--- src/rtl/rsds_pkg.sv ---
// ============================================================================
// rsds_pkg - shared types and constants of the rotary slice display scheduler
// Field widths, command and action codes, and the command and status bundles
// that pass between the controller and the datapath.
// ============================================================================
package rsds_pkg;

   localparam int CMD_W       = 2;
   localparam int TIME_W      = 32;
   localparam int SLICE_SEL_W = 4;
   localparam int LED_SEL_W   = 5;
   localparam int COLOR_W     = 24;

   // Request command codes.
   localparam logic [CMD_W-1:0] CMD_POLL  = 2'd0;
   localparam logic [CMD_W-1:0] CMD_PULSE = 2'd1;
   localparam logic [CMD_W-1:0] CMD_WRITE = 2'd2;

   // Response action codes.
   localparam logic ACT_SET   = 1'b0;
   localparam logic ACT_BLANK = 1'b1;

   // Commands from the controller to the datapath.
   typedef struct packed {
      logic clr_write;     // write black at the clearing address and advance
      logic capture;       // latch the accepted request
      logic pulse_upd;     // take a new rotation period and pulse time
      logic pix_wr;        // write the pixel store if the address is in range
      logic mul_load;      // load the divider with elapsed * SLICES
      logic div_step;      // one restoring division step
      logic addr_load;     // point the read address at the first LED of the slice
      logic led_step;      // advance to the next LED
      logic emit_led;      // load the response register with one LED colour
      logic emit_blank;    // load the response register with a blank action
      logic commit_slice;  // record the new slice as shown
   } rsds_cmd_type;

   // Status from the datapath to the controller.
   typedef struct packed {
      logic             clr_done;
      logic [CMD_W-1:0] cmd;
      logic             period_zero;
      logic             elapsed_ge;
      logic             slice_shown;
      logic             div_done;
      logic             slice_ok;
      logic             led_last;
      logic             out_free;
   } rsds_stat_type;

endpackage

--- src/rtl/rsds_ctrl.sv ---
// ============================================================================
// rsds_ctrl - sequencing controller
// State machine that clears the pixel store after reset, accepts requests and
// steps the datapath through division and the LED read-out.
// ============================================================================
module rsds_ctrl import rsds_pkg::*; (
   input  logic          clock,
   input  logic          reset,
   input  logic          req_valid,
   output logic          req_ready,
   input  rsds_stat_type stat,
   output rsds_cmd_type  cmd_o
);

   localparam logic [3:0] ST_CLEAR  = 4'd0;
   localparam logic [3:0] ST_IDLE   = 4'd1;
   localparam logic [3:0] ST_DECODE = 4'd2;
   localparam logic [3:0] ST_MUL    = 4'd3;
   localparam logic [3:0] ST_DIV    = 4'd4;
   localparam logic [3:0] ST_CHECK  = 4'd5;
   localparam logic [3:0] ST_READ   = 4'd6;
   localparam logic [3:0] ST_EMIT   = 4'd7;
   localparam logic [3:0] ST_BLANK  = 4'd8;

   logic [3:0] state_ff;
   logic [3:0] state_in;

   always_ff @(posedge clock) begin
      if (reset) begin
         state_ff <= ST_CLEAR;
      end else begin
         state_ff <= state_in;
      end
   end

   assign req_ready = (state_ff == ST_IDLE);

   always_comb begin
      state_in = state_ff;
      cmd_o    = '0;
      unique case (state_ff)
         ST_CLEAR: begin
            cmd_o.clr_write = 1'b1;
            if (stat.clr_done) begin
               state_in = ST_IDLE;
            end
         end
         ST_IDLE: begin
            if (req_valid) begin
               cmd_o.capture = 1'b1;
               state_in      = ST_DECODE;
            end
         end
         ST_DECODE: begin
            state_in = ST_IDLE;
            unique case (stat.cmd)
               CMD_POLL: begin
                  if (!stat.period_zero) begin
                     if (stat.elapsed_ge) begin
                        if (stat.slice_shown) begin
                           state_in = ST_BLANK;
                        end
                     end else begin
                        state_in = ST_MUL;
                     end
                  end
               end
               CMD_PULSE: cmd_o.pulse_upd = 1'b1;
               CMD_WRITE: cmd_o.pix_wr = 1'b1;
               default: state_in = ST_IDLE;
            endcase
         end
         ST_MUL: begin
            cmd_o.mul_load = 1'b1;
            state_in       = ST_DIV;
         end
         ST_DIV: begin
            cmd_o.div_step = 1'b1;
            if (stat.div_done) begin
               state_in = ST_CHECK;
            end
         end
         ST_CHECK: begin
            if (stat.slice_ok) begin
               cmd_o.addr_load = 1'b1;
               state_in        = ST_READ;
            end else begin
               state_in = ST_IDLE;
            end
         end
         ST_READ: begin
            state_in = ST_EMIT;
         end
         ST_EMIT: begin
            if (stat.out_free) begin
               cmd_o.emit_led = 1'b1;
               if (stat.led_last) begin
                  cmd_o.commit_slice = 1'b1;
                  state_in           = ST_IDLE;
               end else begin
                  cmd_o.led_step = 1'b1;
                  state_in       = ST_READ;
               end
            end
         end
         ST_BLANK: begin
            if (stat.out_free) begin
               cmd_o.emit_blank = 1'b1;
               state_in         = ST_IDLE;
            end
         end
         default: state_in = ST_IDLE;
      endcase
   end

endmodule

--- config.mk ---
export PLATFORM = sky130hd
export DESIGN_NAME = rsds_ctrl
export DESIGN_NICKNAME = d
export VERILOG_FILES = /design/src/rtl/rsds_pkg.sv /design/src/rtl/rsds_ctrl.sv
export SDC_FILE = /design/constraint.sdc
export NUM_CORES = 1
export LEC_CHECK = 0
export ABC_AREA = 1
export BUFFER_PORTS_ARGS = -buffer_cell sky130_fd_sc_hd__buf_2
export CORE_AREA = 2 2 39 41
export CTS_BUF_LIST = sky130_fd_sc_hd__clkbuf_8
export DETAILED_ROUTE_END_ITERATION = 7
export DIE_AREA = 0 0 41 43
export PLACE_DENSITY = 0.66
export SLEW_MARGIN = 20
export SYNTH_ARGS = -nofsm -noshare
export SYNTH_HDL_FRONTEND = slang
export SYNTH_SLANG_ARGS = --single-unit
--- constraint.sdc ---
create_clock -name clock -period 1.82 [get_ports clock]
set_clock_uncertainty 0.15 [all_clocks]
set_input_delay 0.182 -clock clock [delete_from_list [all_inputs] [get_ports clock]]
set_output_delay 0.182 -clock clock [all_outputs]
set_load 0.01 [all_outputs]
# Word level (Yosys, flattened, before mapping)
# Cells that the tools add are included.
[word_totals] register_bits=4
[op_classes] n_eq_ne=15 muxes=30 reduce_logical=3
[op_table] cell="$mux 4" count=9
[op_table] cell="$pmux 4 s9" count=1
[op_table] cell="$eq 4x3->1 const B" count=4
[op_table] cell="$mux 1" count=15
[op_table] cell="$ne 2x2->1 const B" count=5
[op_table] cell="$eq 4x2->1 const B" count=2
[op_table] cell="$mux 2" count=3
[op_table] cell="$mux 3" count=2
[op_table] cell="$reduce_and 5->1" count=1
[op_table] cell="$eq 4x1->1 const B" count=1
[op_table] cell="$eq 4x4->1 const B" count=1
[op_table] cell="$logic_not 4->1" count=1
[op_table] cell="$eq 2x1->1 const B" count=1
[op_table] cell="$eq 2x2->1 const B" count=1
[op_table] cell="$logic_not 2->1" count=1

# Depth between registers and ports, before layout
# Gate-level depths: netlist of run 1.
[depth] depth_word=5 ltp_mapped=8 mapped_depth_nobuf=8

# Worst setup path after synthesis of run 1
# Ideal clock, no wire load.
[synth_timing] kind="register -> register" startpoint="reg state_ff[1]" endpoint="reg state_ff[2]" arrival_ns=1.104 required_time_ns=1.604 slack_ns=0.500 path_stages_with_launch=8 path_buffers=0 cell_sequence="dfxtp_1 -> nor2_4 -> inv_1 -> nor2_1 -> nor2_1 -> nand3_1 -> nand2_1 -> a21oi_2"
[synth_via] elab_chain_cells=3
[synth_lines] element="start: declaration" line="rsds_ctrl.sv:25" text="logic [3:0] state_ff;"
[synth_lines] element="start signal: assignment" line="rsds_ctrl.sv:32" text="state_ff <= state_in;"
[synth_lines] element="$eq 4x3->1 (tied with other cells)" line="rsds_ctrl.sv:41" text="unique case (state_ff)"
[synth_lines] element="$ne 2x2->1 (no source line)"
[synth_lines] element="$reduce_and 5->1 (no source line)"
# Parallel ways exist; a longest one is shown, timed or not.
# A chain may end at the register's enable or synchronous reset.

==> results.cfg, run 1 <==
[setup_path]
worstSetupPathType = reg -> out
cp_max_fo = 6
arrival_ns = 1.33
required_ns = 1.49
critPathCaptureType = output pin
cp-start-kind = flip-flop

[cts]
cts_resized = 0
cts_buffers = 3
cts_tree = built
hold_buffers = 0
clock_latency_ns = 0.22
path_clk_slew_ns = 0.03
cts_root_buf = clkbuf_8
post_cts_buffers = 0
htree_levels = 1
cts_sinks = 4
max-clock-path-buffers = 2

[status]
status = finished, final reports clean

[placement]
dp_hpwl_um = 977
dpl.cell_count = 126
port_buffers = 24
place.gp.congestion = 0.828
dp_slack_ns = 0.384
placedInstanceArea_um2 = 616

[detailed_routing]
detail_route.first_pass.iterations = 4
drtIter0Drc = 12
wirelength_um = 1160
drc = 0
ant_nets = 0
avgRoutedWirePerCell_um = 8.97
vias = 605
routed_via_density = 4.69

[power]
p_leak_nw = 0.384
peakVddDrop_mv = 0.654
fin_total_pwr_mw = 0.575
power_density_nw_per_um2 = 875

[timing]
slew_viol_final = 0
grt_setup_unrepaired = no
fin_crit_ns = 1.66
worst_slack_ns = 0.156
worstMarginPinSlew_ns = 0.330
hold_violations = 0
holdWs_ns = 0.0241
setup_violations = 0
fmax_mhz = 601
tns_ns = 0
slew_headroom = 0.779
layout_worst_path_cycle_share = 0.914

[synthesis]
postSynthCellCount = 86
synthDistinctLibCells = 19
syn-cell-area_um2 = 475
ys_seq_area_frac = 0.168
synth-seq-cells = 4
synth_nets = 99
avgSynthCellArea_um2 = 5.53
yosysWarnings = 0

[cells_and_area]
nFillCells = 159
seqCellArea_um2 = 80.1
final_core_util = 0.475
largest_reg_flops = 4
layout.cells.non_filler = 129
final_area_um2 = 657
multiInputGateArea_um2 = 328
syn2layout_area_growth_pct = 38.2
largest_register = state_ff
diodes = 0
drive_above_1_share = 0.381
reg.largest.list = state_ff (4)
nets = 128

[hold_path]
hold_path_class = in -> reg

[die]
die_w_um = 41
core_area_um2 = 1380
dieHeight_um = 43
initial_core_util = 0.344
row_count = 14
io_pins = 25
die_area_um2 = 1760

[global_route]
antenna_found_initial = 0
grt_pass1_wl_um = 1800
grt_start_max_net_pins = 9
track_usage = 0.149
overflow = 0
grt_pass1_vias = 471

[job]
drv_cap = 0
cell families after synthesis:
family | after synthesis | share of synthesized area
AO/OA/AOI/OAI | 8 | 0.108
buffers and inverters | 18 | 0.142
flip-flops | 4 | 0.168
AND/OR/NAND/NOR | 56 | 0.582
placed cells by master (no fill, tap or decap), types with 3 or more instances in the layout:
master    instances
nand3_1          10
inv_1            13
buf_2            24
clkbuf_8          3
nand2_2           3
nor2_2            3
dfxtp_1           4
nor2_1           18
nand2_1          13
a21oi_1           3
inv_2             5
synthesized netlist by cell type:
| cell type | instances | area share |
|---|---|---|
| a21oi_1 | 3 | 0.032 |
| nor3_1 | 2 | 0.021 |
| nor2_2 | 3 | 0.039 |
| a21oi_2 | 1 | 0.018 |
| o211ai_1 | 1 | 0.016 |
| nand2_1 | 13 | 0.10 |
| nand4_1 | 2 | 0.026 |
| nand3_1 | 10 | 0.11 |
| dfxtp_1 | 4 | 0.17 |
| nor2_1 | 18 | 0.14 |
| nand2_2 | 3 | 0.039 |
| nand3_2 | 2 | 0.042 |
| o21a_1 | 1 | 0.016 |
| nor2_4 | 2 | 0.047 |
| o21bai_1 | 1 | 0.016 |
| o21ai_0 | 1 | 0.011 |
| inv_2 | 5 | 0.039 |
| nand3b_1 | 1 | 0.016 |
| inv_1 | 13 | 0.10 |
path summary, 6_finish.rpt:
kind | depth (start not counted) | to | from | slack [ns]
setup / recovery | 4 | cmd_o[8] | state_ff[3] | 0.16
hold / removal | 2 | state_ff[2] | reset | 0.02
setup reg to reg | 7 | state_ff[1] | state_ff[3] | 0.40
hold reg to reg | 2 | state_ff[2] | state_ff[2] | 0.37
report_power, final:
part,internal [mW],leakage [nW],switching (mW)
Sequential,0.103,0.0326,0.0267
Combinational,0.0987,0.330,0.164
Clock,0.141,0.0216,0.0425
Total,0.342,0.384,0.233
layout make-up:
cell class	count	area share
Tap cell	16	0.0305
Timing Repair Buffer	24	0.183
Inverter	18	0.103
Sequential cell	4	0.122
Clock buffer	3	0.0629
Multi-Input combinational cell	64	0.499
per-layer routing:
metal / track usage / part of all wire / vias up / wire, µm
li1: - / - / 327 / -
met1: 0.180 / 0.46 / 266 / 536
met2: 0.231 / 0.49 / 12 / 566
met3: 0.0628 / 0.047 / 0 / 54
met4: 0.0400 / 0 / 0 / 0
met5: 0 / 0 / - / 0
critical path, stage by stage, from the launching register on:
cell,delay (ns)
dfxtp_1,0.36
nor2_2,0.21
nand3_1,0.19
nor3_1,0.19
buf_2,0.16
Note: power is estimated with default switching activity, not from simulation.
==> inputs of run 2 (changes only) <==
Settings changed: MAX_ROUTING_LAYER set to met4.
==> results.cfg, run 2 (synthesis gave the netlist of run 1 again) <==
[global_route]
globalRouteMet3Util = 0.0628
grt-busiest-layer = met2
track_usage = 0.152
grt_pass1_wl_um = 1800
overflow = 0
grt_start_max_net_pins = 9
use_met2 = 0.231
use_met1 = 0.180
antenna_found_initial = 0
grt_pass1_vias = 470

[setup_path]
crit_path_start = state_ff[3]
crit_path_cell_trace = nor2_2 > nand3_1 > nor3_1 > buf_2
critPathCaptureType = output pin
crit_family = simple AND/OR/NAND/NOR gates
arrival_ns = 1.33
worstSetupPathType = reg -> out
cp_num_buf_inv = 1
required_ns = 1.49
cp_max_fo = 6
timing.rr.start = state_ff[3]
slowest_stage = dfxtp_1
cp-start-kind = flip-flop
slowest_delay_ns = 0.36

[timing]
fin_crit_ns = 1.66
setup_violations = 0
slew_viol_final = 0
worstMarginPinSlew_ns = 0.330
tns_ns = 0
fmax_mhz = 601
layout_worst_path_cycle_share = 0.914
grt_setup_unrepaired = no
hold_violations = 0
slew_headroom = 0.779

[cells_and_area]
final_common_cell = buf_2
nFillCells = 159
nets = 128
final_core_util = 0.475
layout_common_cells = buf_2, nor2_1, inv_1, nand2_1, nand3_1
largest_register = state_ff
syn2layout_area_growth_pct = 38.2
largest_reg_flops = 4
seqCellArea_um2 = 80.1
multiInputGateArea_um2 = 328
reg.largest.list = state_ff (4)
layout.cells.non_filler = 129
diodes = 0
drive_above_1_share = 0.381

[cts]
hold_buffers = 0
cts_buffers = 3
post_cts_buffers = 0
cts_root_buf = clkbuf_8
cts_resized = 0
max-clock-path-buffers = 2
htree_levels = 1
cts_sinks = 4
clock_latency_ns = 0.22
path_clk_slew_ns = 0.03
cts_tree = built

[die]
core_area_um2 = 1380
die_w_um = 41
row_count = 14
dieHeight_um = 43
die_area_um2 = 1760
io_pins = 25
initial_core_util = 0.344

[power]
power_density_nw_per_um2 = 875
peakVddDrop_mv = 0.654
p_leak_nw = 0.384

[status]
status = finished, final reports clean

[detailed_routing]
wirelength_um = 1160
vias = 605
ant_nets = 0
drc = 0
drtIter0Drc = 12
detail_route.first_pass.iterations = 4
avgRoutedWirePerCell_um = 8.97
routed_via_density = 4.69

[job]
drv_cap = 0

[hold_path]
hold_path_class = in -> reg
min-delay-start = reset

[placement]
dpl.cell_count = 126
dp_hpwl_um = 977
place.gp.congestion = 0.840
port_buffers = 24
-- run 2: worst paths after layout --
path	to	slack [ns]	depth (start not counted)
max	cmd_o[8]	0.16	4
min	state_ff[2]	0.02	2
max reg2reg	state_ff[1]	0.40	7
min reg2reg	state_ff[2]	0.37	2
-- run 2: power breakdown --
part / switching, mW / internal (mW) / total, mW
Combinational: 0.164 / 0.0987 / 0.262
Clock: 0.0425 / 0.141 / 0.183
Sequential: 0.0267 / 0.103 / 0.129
Total: 0.233 / 0.342 / 0.575
-- run 2: worst register-to-register path: cells and delay by family (launching register included) --
kind               cells  cell delay (ns)
and+or+nand+nor        6             0.74
DFF                    1             0.36
AOI/OAI and AO/OA      1             0.12
-- run 2: through the flow --
step | total power [mW] | hold slack [ns] | setup WS, ns | instance area [µm²]
4_1_cts | 0.580 | 0.0213 | 0.158 | 657
2_1_floorplan | 0.319 | 0.0944 | 0.500 | 475
5_1_grt | 0.623 | 0.0405 | 0.0595 | 657
3_3_place_gp | 0.392 | 0.241 | 0.384 | 616
6_report | 0.575 | 0.0241 | 0.156 | 657
3_5_place_dp | 0.393 | 0.243 | 0.384 | 616
-- run 2: cell type report --
| class | instances | share of cell area |
|---|---|---|
| multi-input combinational | 64 | 0.499 |
| timing repair buffer | 24 | 0.183 |
| inverter | 18 | 0.103 |
| sequential | 4 | 0.122 |
| clock buffer | 3 | 0.0629 |
| tap | 16 | 0.0305 |
-- run 2: routing by layer --
metal / vias up / part of all wire
met5: - / 0
met4: 0 / 0
met3: 0 / 0.045
met2: 12 / 0.49
met1: 266 / 0.46
li1: 327 / -
==> inputs of run 3 (changes only) <==
Settings changed: CELL_PAD_IN_SITES_DETAIL_PLACEMENT set to 1, CELL_PAD_IN_SITES_GLOBAL_PLACEMENT set to 2, CORE_AREA 2 2 39 41 to unset, CORE_ASPECT_RATIO set to 0.9, CORE_MARGIN set to 2, CORE_UTILIZATION set to 20, DIE_AREA 0 0 41 43 to unset, PLACE_DENSITY 0.66 to unset, PLACE_DENSITY_LB_ADDON set to 0.1.
==> results.cfg, run 3 (synthesis gave the netlist of run 1 again) <==
[status]
status = finished, final reports clean

[power]
p_leak_nw = 0.399
power_density_nw_per_um2 = 872
peakVddDrop_mv = 0.390
fin_total_pwr_mw = 0.605

[setup_path]
slowest_stage = dfxtp_1
r2r_end = state_ff[1]
crit_path_cell_trace = nor2_2 > nand3_1 > nor3_1 > buf_2
critPathCaptureType = output pin
timing.rr.start = state_ff[2]
slowest_delay_ns = 0.38
cp_num_buf_inv = 1
cp-start-kind = flip-flop
reg2reg_slack_ns = 0.28
cp_num_cells = 4
required_ns = 1.49
crit_family = simple AND/OR/NAND/NOR gates
setup.worst_path.end = cmd_o[8]
arrival_ns = 1.40
cp_max_fo = 6
rr_worst_depth = 10
crit_path_start = state_ff[3]
worstSetupPathType = reg -> out

[detailed_routing]
routed_via_density = 4.40
wirelength_um = 1640
ant_nets = 0
avgRoutedWirePerCell_um = 11.5
drc = 0
vias = 629
detail_route.first_pass.iterations = 4
drtIter0Drc = 13

[timing]
holdWs_ns = 0.0193
slew_viol_final = 0
layout_worst_path_cycle_share = 0.953
tns_ns = 0
grt_setup_unrepaired = no
fmax_mhz = 577
worstMarginPinSlew_ns = 0.335
fin_crit_ns = 1.73
setup_violations = 0
slew_headroom = 0.777
hold_violations = 0

[cells_and_area]
drive_above_1_share = 0.397
final_common_cell = buf_2
final_core_util = 0.312
largest_reg_flops = 4
reg.largest.list = state_ff (4)
nFillCells = 305
layout_common_cells = buf_2, nor2_1, inv_1, nand2_1, nand3_1
diodes = 0
nets = 131
syn2layout_area_growth_pct = 45.8
multiInputGateArea_um2 = 328
largest_register = state_ff
seqCellArea_um2 = 80.1

[global_route]
antenna_found_initial = 0
grt_pass1_vias = 619
track_usage = 0.129
grt_pass1_wl_um = 2680
overflow = 0
grt_start_max_net_pins = 9

[cts]
cts_buffers = 3
htree_levels = 1
cts_root_buf = clkbuf_8
max-clock-path-buffers = 2
clock_latency_ns = 0.22
cts_sinks = 4
hold_buffers = 0
cts_tree = built
path_clk_slew_ns = 0.03

[die]
die_w_um = 55.4
io_pins = 25
initial_core_util = 0.214
row_count = 16
core_area_um2 = 2220
die_area_um2 = 2780
dieHeight_um = 50.3

[placement]
dp_hpwl_um = 1350
place.gp.congestion = 0.729
port_buffers = 24

[job]
drv_cap = 0

[hold_path]
hold_path_class = in -> reg
run 3: changes by cell type in the layout (fill, tap and decap cells not counted), sizes merged:
cell / change
buf: +3
run 3: timing repair:
action                                  CTS  global route
endpoints found under the setup margin    0             1
buffers inserted                          0             3
gates resized for setup                   0             0
run 3: routing by layer:
metal | vias to the layer above | global-route usage | part of all wire
met5 | - | - | 0
li1 | 328 | - | -
met3 | 2 | 0.0361 | 0.057
met2 | 17 | 0.208 | 0.46
met4 | 0 | 0.0610 | 0.015
met1 | 282 | 0.150 | 0.47
run 3: how the worst min path moves through the flow:
stage,start,endpoint,slack [ns],cells after the start
final,reset,state_ff[2],0.02,2
after global routing,reset,state_ff[2],0.03,2
after CTS,reset,state_ff[2],0.02,2
after detailed placement,reset,state_ff[2],0.25,2
after global placement,reset,state_ff[2],0.26,2
after floorplan,reset,state_ff[2],0.09,1
run 3: area by class of cell:
class                      instances  area share
clock buffer                       3      0.0596
sequential                         4       0.116
tap                               27      0.0487
multi-input combinational         64       0.473
timing repair buffer              27       0.206
inverter                          18      0.0975
run 3: stage by stage:
step	setup WS (ns)	std cells	cell area (µm²)
after floorplan	0.500	86	475
after global placement	0.292	137	629
after detailed placement	0.304	137	629
after CTS	0.0589	140	671
after global routing	0.0201	143	693
final	0.0864	143	693
run 3: power breakdown:
| group | total [mW] | switching [mW] | leakage, nW | internal, mW |
|---|---|---|---|---|
| clock network | 0.192 | 0.0506 | 0.0216 | 0.141 |
| logic | 0.283 | 0.179 | 0.345 | 0.104 |
| registers | 0.130 | 0.0274 | 0.0326 | 0.103 |
run 3: worst reg2reg max path: stages (launching register included):
cell and delay [ns]:
dfxtp_1 0.37, inv_1 0.13, nor2_4 0.15, buf_4 0.15, buf_4 0.11, nand3_1 0.06, nand2_1 0.09, nor2_1 0.04
nand2_1 0.05, nand2_1 0.04, a21oi_1 0.12
